`config.mk`:
```
export PLATFORM = sky130hd
export DESIGN_NAME = sliding_window_mean
export DESIGN_NICKNAME = d
export VERILOG_FILES = /design/src/design/swm_pkg.sv /design/src/design/swm_divider.sv /design/src/design/sliding_window_mean.sv
export SDC_FILE = /design/constraint.sdc
export NUM_CORES = 1
export LEC_CHECK = 0
export BUFFER_PORTS_ARGS = -buffer_cell sky130_fd_sc_hd__buf_2
export CORE_UTILIZATION = 32
export DETAILED_ROUTE_END_ITERATION = 6
export MAX_ROUTING_LAYER = met4
export PLACE_DENSITY_LB_ADDON = 0.2
export SYNTH_ARGS = -nofsm -noshare
export SYNTH_HDL_FRONTEND = slang
export SYNTH_HIERARCHICAL = 1
export SYNTH_SLANG_ARGS = --single-unit
export TNS_END_PERCENT = 10
```
`constraint.sdc`:
```
create_clock -name clock -period 4.35 [get_ports clock]
set_input_delay 0.87 -clock clock [delete_from_list [all_inputs] [get_ports clock]]
set_output_delay 0.87 -clock clock [all_outputs]
set_load 0.1 [all_outputs]
```
`src/design/swm_pkg.sv`:
```
// Package: shared widths, defaults and divider status type for the sliding window mean.
package swm_pkg;

   localparam int SAMPLE_W       = 32;
   localparam int MEAN_W         = 32;
   localparam int WINDOW_DEFAULT = 16;

   typedef struct packed {
      logic busy;
      logic done;
   } swm_div_status_type;

endpackage

```
`src/design/swm_divider.sv`:
```
// Radix-2 restoring divider for unsigned magnitudes, one quotient bit per cycle.
module swm_divider #(
   parameter int DIVIDEND_W = 36,
   parameter int DIVISOR_W  = 5
) (
   input  logic                            clock,
   input  logic                            reset,
   input  logic                            start,
   input  logic [DIVIDEND_W-1:0]           dividend,
   input  logic [DIVISOR_W-1:0]            divisor,
   output swm_pkg::swm_div_status_type     status,
   output logic [DIVIDEND_W-1:0]           quotient
);
   import swm_pkg::*;

   localparam int STEP_W = (DIVIDEND_W > 1) ? $clog2(DIVIDEND_W) : 1;

   logic [DIVISOR_W-1:0]  rem_ff, rem_in;
   logic [DIVIDEND_W-1:0] quo_ff, quo_in;
   logic [STEP_W-1:0]     step_ff, step_in;
   logic                  busy_ff, busy_in;
   logic                  done_ff, done_in;
   logic [DIVISOR_W:0]    trial;
   logic [DIVISOR_W:0]    diff;
   logic                  fits;

   always_comb begin
      trial = {rem_ff, quo_ff[DIVIDEND_W-1]};
      diff  = trial - {1'b0, divisor};
      fits  = (trial >= {1'b0, divisor});
   end

   always_comb begin
      rem_in  = rem_ff;
      quo_in  = quo_ff;
      step_in = step_ff;
      busy_in = busy_ff;
      done_in = 1'b0;
      if (start) begin
         rem_in  = '0;
         quo_in  = dividend;
         step_in = STEP_W'(DIVIDEND_W - 1);
         busy_in = 1'b1;
      end else if (busy_ff) begin
         rem_in  = fits ? diff[DIVISOR_W-1:0] : trial[DIVISOR_W-1:0];
         quo_in  = {quo_ff[DIVIDEND_W-2:0], fits};
         step_in = step_ff - STEP_W'(1);
         if (step_ff == '0) begin
            busy_in = 1'b0;
            done_in = 1'b1;
         end
      end
   end

   always_ff @(posedge clock) begin
      if (reset) begin
         busy_ff <= 1'b0;
         done_ff <= 1'b0;
      end else begin
         busy_ff <= busy_in;
         done_ff <= done_in;
      end
      rem_ff  <= rem_in;
      quo_ff  <= quo_in;
      step_ff <= step_in;
   end

   assign status.busy = busy_ff;
   assign status.done = done_ff;
   assign quotient    = quo_ff;

endmodule

```
`src/design/sliding_window_mean.sv`:
```
// Top level: moving average over the last WINDOW samples, ring store in a synchronous memory.
//
//   channel   dir   payload (low bit up)                                   handshake
//   req_      in    tdata: sample[31:0]                                    tvalid/tready
//   rsp_      out   tdata: window_mean[31:0], samples_held, window_full    tvalid/tready
//
// One word at a time: after accept the FSM steps through S_UPDATE, S_PREP, S_DIV and S_DONE, with
// the one-bit-per-cycle divider forming sum / count in S_DIV; the result is then registered.
// The oldest sample is read from the ring memory in the accept cycle; the new sample is written next.
// Reset clears fill count, oldest slot and running sum; the memory holds no reset value.
// A stalled result sits in the output register; the next word is taken meanwhile.
module sliding_window_mean #(
   parameter int WINDOW = swm_pkg::WINDOW_DEFAULT,
   parameter int CNT_W  = $clog2(WINDOW + 1),
   parameter int OUT_W  = ((swm_pkg::MEAN_W + CNT_W + 1 + 7) / 8) * 8
) (
   input  logic                         clock,
   input  logic                         reset,
   input  logic                         req_tvalid,
   output logic                         req_tready,
   input  logic [swm_pkg::SAMPLE_W-1:0] req_tdata,   // sample
   output logic                         rsp_tvalid,
   input  logic                         rsp_tready,
   output logic [OUT_W-1:0]             rsp_tdata    // window_mean, samples_held, window_full
);
   import swm_pkg::*;

   localparam int IDX_W = (WINDOW > 1) ? $clog2(WINDOW) : 1;
   localparam int SUM_W = SAMPLE_W + $clog2(WINDOW);

   typedef enum logic [4:0] {
      S_IDLE   = 5'b00001,
      S_UPDATE = 5'b00010,
      S_PREP   = 5'b00100,
      S_DIV    = 5'b01000,
      S_DONE   = 5'b10000
   } state_type;

   state_type state_ff, state_in;

   logic signed [SAMPLE_W-1:0] sample_store [WINDOW];
   logic signed [SAMPLE_W-1:0] rd_data_ff;
   logic signed [SAMPLE_W-1:0] sample_ff;
   logic        [CNT_W-1:0]    count_ff, count_in;
   logic        [IDX_W-1:0]    oldest_ff, oldest_in;
   logic signed [SUM_W-1:0]    sum_ff, sum_in;
   logic        [OUT_W-1:0]    rsp_data_ff, rsp_data_in;
   logic                       rsp_valid_ff, rsp_valid_in;

   logic                       req_accept;
   logic                       full;
   logic                       mem_we;
   logic        [IDX_W-1:0]    wr_addr;
   logic signed [SAMPLE_W-1:0] leaving;
   logic        [SUM_W-1:0]    sum_mag;
   logic                       div_start;
   swm_div_status_type         div_status;
   logic        [SUM_W-1:0]    quotient;
   logic        [MEAN_W-1:0]   mean;

   assign req_tready = (state_ff == S_IDLE);
   assign req_accept = req_tvalid && req_tready;
   assign full       = (count_ff == CNT_W'(WINDOW));
   assign mem_we     = (state_ff == S_UPDATE);
   assign wr_addr    = full ? oldest_ff : count_ff[IDX_W-1:0];
   assign leaving    = full ? rd_data_ff : '0;
   assign div_start  = (state_ff == S_PREP);
   assign sum_mag    = sum_ff[SUM_W-1] ? SUM_W'(-sum_ff) : SUM_W'(sum_ff);
   assign mean       = sum_ff[SUM_W-1] ? MEAN_W'(-quotient[MEAN_W-1:0]) : quotient[MEAN_W-1:0];

   // ring memory, registered read
   always_ff @(posedge clock) begin
      if (mem_we) begin
         sample_store[wr_addr] <= sample_ff;
      end
      if (req_accept) begin
         rd_data_ff <= sample_store[oldest_ff];
      end
   end

   always_comb begin
      state_in     = state_ff;
      count_in     = count_ff;
      oldest_in    = oldest_ff;
      sum_in       = sum_ff;
      rsp_valid_in = rsp_valid_ff && !rsp_tready;
      rsp_data_in  = rsp_data_ff;
      unique case (state_ff)
         S_IDLE: begin
            if (req_accept) begin
               state_in = S_UPDATE;
            end
         end
         S_UPDATE: begin
            sum_in = sum_ff - SUM_W'(leaving) + SUM_W'(sample_ff);
            if (full) begin
               oldest_in = (oldest_ff == IDX_W'(WINDOW - 1)) ? '0 : oldest_ff + IDX_W'(1);
            end else begin
               count_in = count_ff + CNT_W'(1);
            end
            state_in = S_PREP;
         end
         S_PREP: begin
            state_in = S_DIV;
         end
         S_DIV: begin
            if (div_status.done) begin
               state_in = S_DONE;
            end
         end
         S_DONE: begin
            if (!rsp_valid_ff || rsp_tready) begin
               rsp_valid_in = 1'b1;
               rsp_data_in  = '0;
               rsp_data_in[MEAN_W-1:0]      = mean;
               rsp_data_in[MEAN_W +: CNT_W] = count_ff;
               rsp_data_in[MEAN_W + CNT_W]  = full;
               state_in = S_IDLE;
            end
         end
         default: state_in = S_IDLE;
      endcase
   end

   always_ff @(posedge clock) begin
      if (reset) begin
         state_ff     <= S_IDLE;
         count_ff     <= '0;
         oldest_ff    <= '0;
         sum_ff       <= '0;
         rsp_valid_ff <= 1'b0;
      end else begin
         state_ff     <= state_in;
         count_ff     <= count_in;
         oldest_ff    <= oldest_in;
         sum_ff       <= sum_in;
         rsp_valid_ff <= rsp_valid_in;
      end
      rsp_data_ff <= rsp_data_in;
      if (req_accept) begin
         sample_ff <= req_tdata;
      end
   end

   swm_divider #(
      .DIVIDEND_W (SUM_W),
      .DIVISOR_W  (CNT_W)
   ) u_divider (
      .clock    (clock),
      .reset    (reset),
      .start    (div_start),
      .dividend (sum_mag),
      .divisor  (count_ff),
      .status   (div_status),
      .quotient (quotient)
   );

   assign rsp_tvalid = rsp_valid_ff;
   assign rsp_tdata  = rsp_data_ff;

endmodule

```
==> summary by stage <==
Clock network
TritonCTS built the clock tree. The clock passes through at most 3 buffers. The tree built by TritonCTS fans out to around 700 sinks. The number of buffers created by CTS is 78. The clock reaches the later pin of the worst-skew pair after 0.64 ns. The H-tree was split into 3 levels. The library cell used as clock root buffer is sky130_fd_sc_hd__clkbuf_16. Hold repair after CTS inserted 0 buffers. Clock-pin slew was measured on the worst setup and hold paths at 0.06 ns.

STA
The clock skew is around 0.027 ns. Timing would allow up to 0.2405 GHz. The final-report max-slew violation count is 0. For the final routed database, the setup TNS stands at 0 ns. The headroom to the max-slew limit is 0.2727. The setup slack of the critical path after layout is 0.1926 ns. The transition time at the pin with the least slew margin is around 1.1 ns.

Dividing the final minimum period by the clock period gives 0.9557. Setup repair after global routing could not meet its margin everywhere. The count of final setup violators is 0. The minimum clock period is 4.157 ns. The number of hold-slack violations in the final timing report is 0.

Setup path
For the worst setup path, the data required time is 4.87 ns. The signal on the critical path passes through inv_1, ha_1, nor4bb_4, buf_12, and2_1, fa_1, inv_1, ha_1, nand2_1, o21a_1, o21a_4, a2111oi_4, nor3_2, or3_4, a21oi_4, mux2i_1, or3_1. The worst-path cell with the longest stage delay is sky130_fd_sc_hd__fa_1. Among cell families on the critical path, the largest total delay comes from simple AND/OR/NAND/NOR gates.

The number of cells on the worst reg-to-reg path is 17. Along the worst path, the maximum fanout reaches 19. In this design, the stage delay of the slowest critical-path cell is ~0.48 ns. STA classifies the critical path startpoint as a register. In this run the worst setup path begins at count_ff[0].

Data arrives at the worst endpoint at 4.68 ns. The number of buffers and inverters on the critical path is 3. The startpoint of the most critical register-to-register path is count_ff[0]. The endpoint kind of the worst setup timing path is a register. The worst setup path is of the reg -> reg kind.

The path length in cells of the critical path is 17.

Layout
The count of non-filler cells in the finished layout is 3412. The most frequent standard cell in the layout excluding fill and tap cells is sky130_fd_sc_hd__edfxtp_1. The final net count is about 2.2k. Leaving out fill and tap cells, the most frequent cells in the layout are 650 x sky130_fd_sc_hd__edfxtp_1, 167 x sky130_fd_sc_hd__inv_1, 160 x sky130_fd_sc_hd__mux4_2, 114 x sky130_fd_sc_hd__nand2_1, 80 x sky130_fd_sc_hd__clkbuf_16. The area growth from synthesis to layout is 15.89%. The layout has 9042 filler cells. The fraction of layout instances using a drive strength above 1 is 0.2290.

Drt
The DRC violation count after routing is 0. The overall routed net length is roughly 76 mm. The first detailed-routing pass took 5 iterations. After detailed routing, the average wire length per cell comes to 22.30 µm. The count of routing violations after the opening detailed-route iteration is 1062.

After detailed routing, the number of vias per cell comes to 4.941. For this block, the via count after detailed routing is 16.86k. In this run the remaining antenna-violating nets after routing total 0.

Global route
In the global route stage, overall resource usage came out at 0.1611. The global-route wire length before repair is 114.5 mm. Entering global routing, the biggest net connects 65 pins. The total congestion overflow after global routing is 0. The initial antenna violation count came to 1. The via count of the first global-routing pass is 17.73k.

Logic synthesis
Synthesis produced slightly below 2k cells. The per-instance average area after synthesis is 16.20 µm². Yosys printed 6 warnings.

The area of the mapped netlist is 31290 µm².

Power and ir drop
Internal power comes to 11770 µW. The share of total power dissipated in combinational logic is 0.081. The portion of total power attributed to the clock network is 0.417. The net load switching power is ~3700 µW. Summed over all cells, the static leakage comes to 0.01190 µW. VDD sags by at most 0.2945 mV. The total chip power is 15440 µW. The sequential power share is 0.502.

The share of total power consumed by net switching is 0.2377. The power per unit of standard cell area is 425.8 nW/µm².

Floorplanning
The die extent in x is about 310 µm. The initial core utilization is 0.3235. The overall die area is 99030 µm². The boundary pin count is 78. The number of placement rows is between 100 and 150. The core region is 96710 µm². Measured along the y axis, the die boundary spans 314.7 µm.

Min path
The worst min-delay path category is in -> reg. Counting instances, the worst hold path has a depth of 1. The worst hold path begins at req_tdata[12].

Flow run
The tool flagged a number of max-cap violations equal to 0.

Place
The number of port buffers is 75. The number of instances in the placed design is approximately 3.3k. The congestion estimate from routability-driven global placement came to roughly 0.84.

Detailed placement ended at an HPWL of 46.69 mm. At the placement stage, the worst setup path has a slack of 0.1226 ns.

Status
The run finished with clean final reports.
metal layers:
layer,part of all wire,global-route usage
met5,0,-
met4,0.022,0.04766
met3,0.042,0.02289
met2,0.48,0.2540
met1,0.46,0.2164
sequential cells by signal, indices dropped and copies added (netlist names):
signal	cells
sample_store	512
rsp_tdata	38
sum_ff	36
u_divider/quotient	36
rd_data_ff	32
sample_ff	32
u_divider/step_ff	6
count_ff	5
state_ff	5
u_divider/rem_ff	5
oldest_ff	4
rsp_tvalid	1
u_divider/busy_ff	1
u_divider/done_ff	1
worst register-to-register path: cells and delay by family, from the launching register on:
family	cells	cell delay (ns)
and+or+nand+nor	6	1.30
adders and majority gates	3	1.04
AOI/OAI and AO/OA	4	1.02
DFF	1	0.33
buffers and inverters	3	0.26
muxes	1	0.09
repair_timing:
item,4_1_cts,5_1_grt
buffers inserted,0,1
endpoints found under the setup margin,0,5
gates resized for setup,0,2
final timing paths:
path	endpoint	slack, ns
setup / recovery	sum_ff[35]	0.19
hold / removal	sample_ff[12]	0.39
setup reg to reg	sum_ff[35]	0.19
hold reg to reg	sum_ff[1]	0.48
per-stage QoR:
stage                       util  area, µm²  hold slack [ns]
after floorplan                -      31300           0.4458
after global placement    0.3488      33730           0.4709
after detailed placement  0.3488      33730           0.4745
after CTS                 0.3745      36220           0.3442
after global routing      0.3749      36260           0.3599
final                     0.3749      36260           0.3932
area by class of cell:
| type | count | area, µm² | share of cell area |
|---|---|---|---|
| inverter | 167 | 626.9 | 0.01729 |
| multi-input combinational | 968 | 9657 | 0.2663 |
| sequential | 714 | 20810 | 0.5739 |
| tap | 1276 | 1597 | 0.04403 |
| clock inverter | 51 | 451.7 | 0.01246 |
| clock buffer | 92 | 2036 | 0.05614 |
| antenna | 1 | 2.502 | 0.00006901 |
| timing repair buffer | 143 | 1079 | 0.02974 |
power by group through the flow:
stage	registers [µW]	logic [µW]	clock network [µW]
finish	7760	1240	6440
CTS	7760	1250	6630
global placement	7890	1230	0
floorplan	7870	881	0
global route	7770	1400	6900
detailed placement	7900	1240	0
Power figures use the tool's default switching activity.
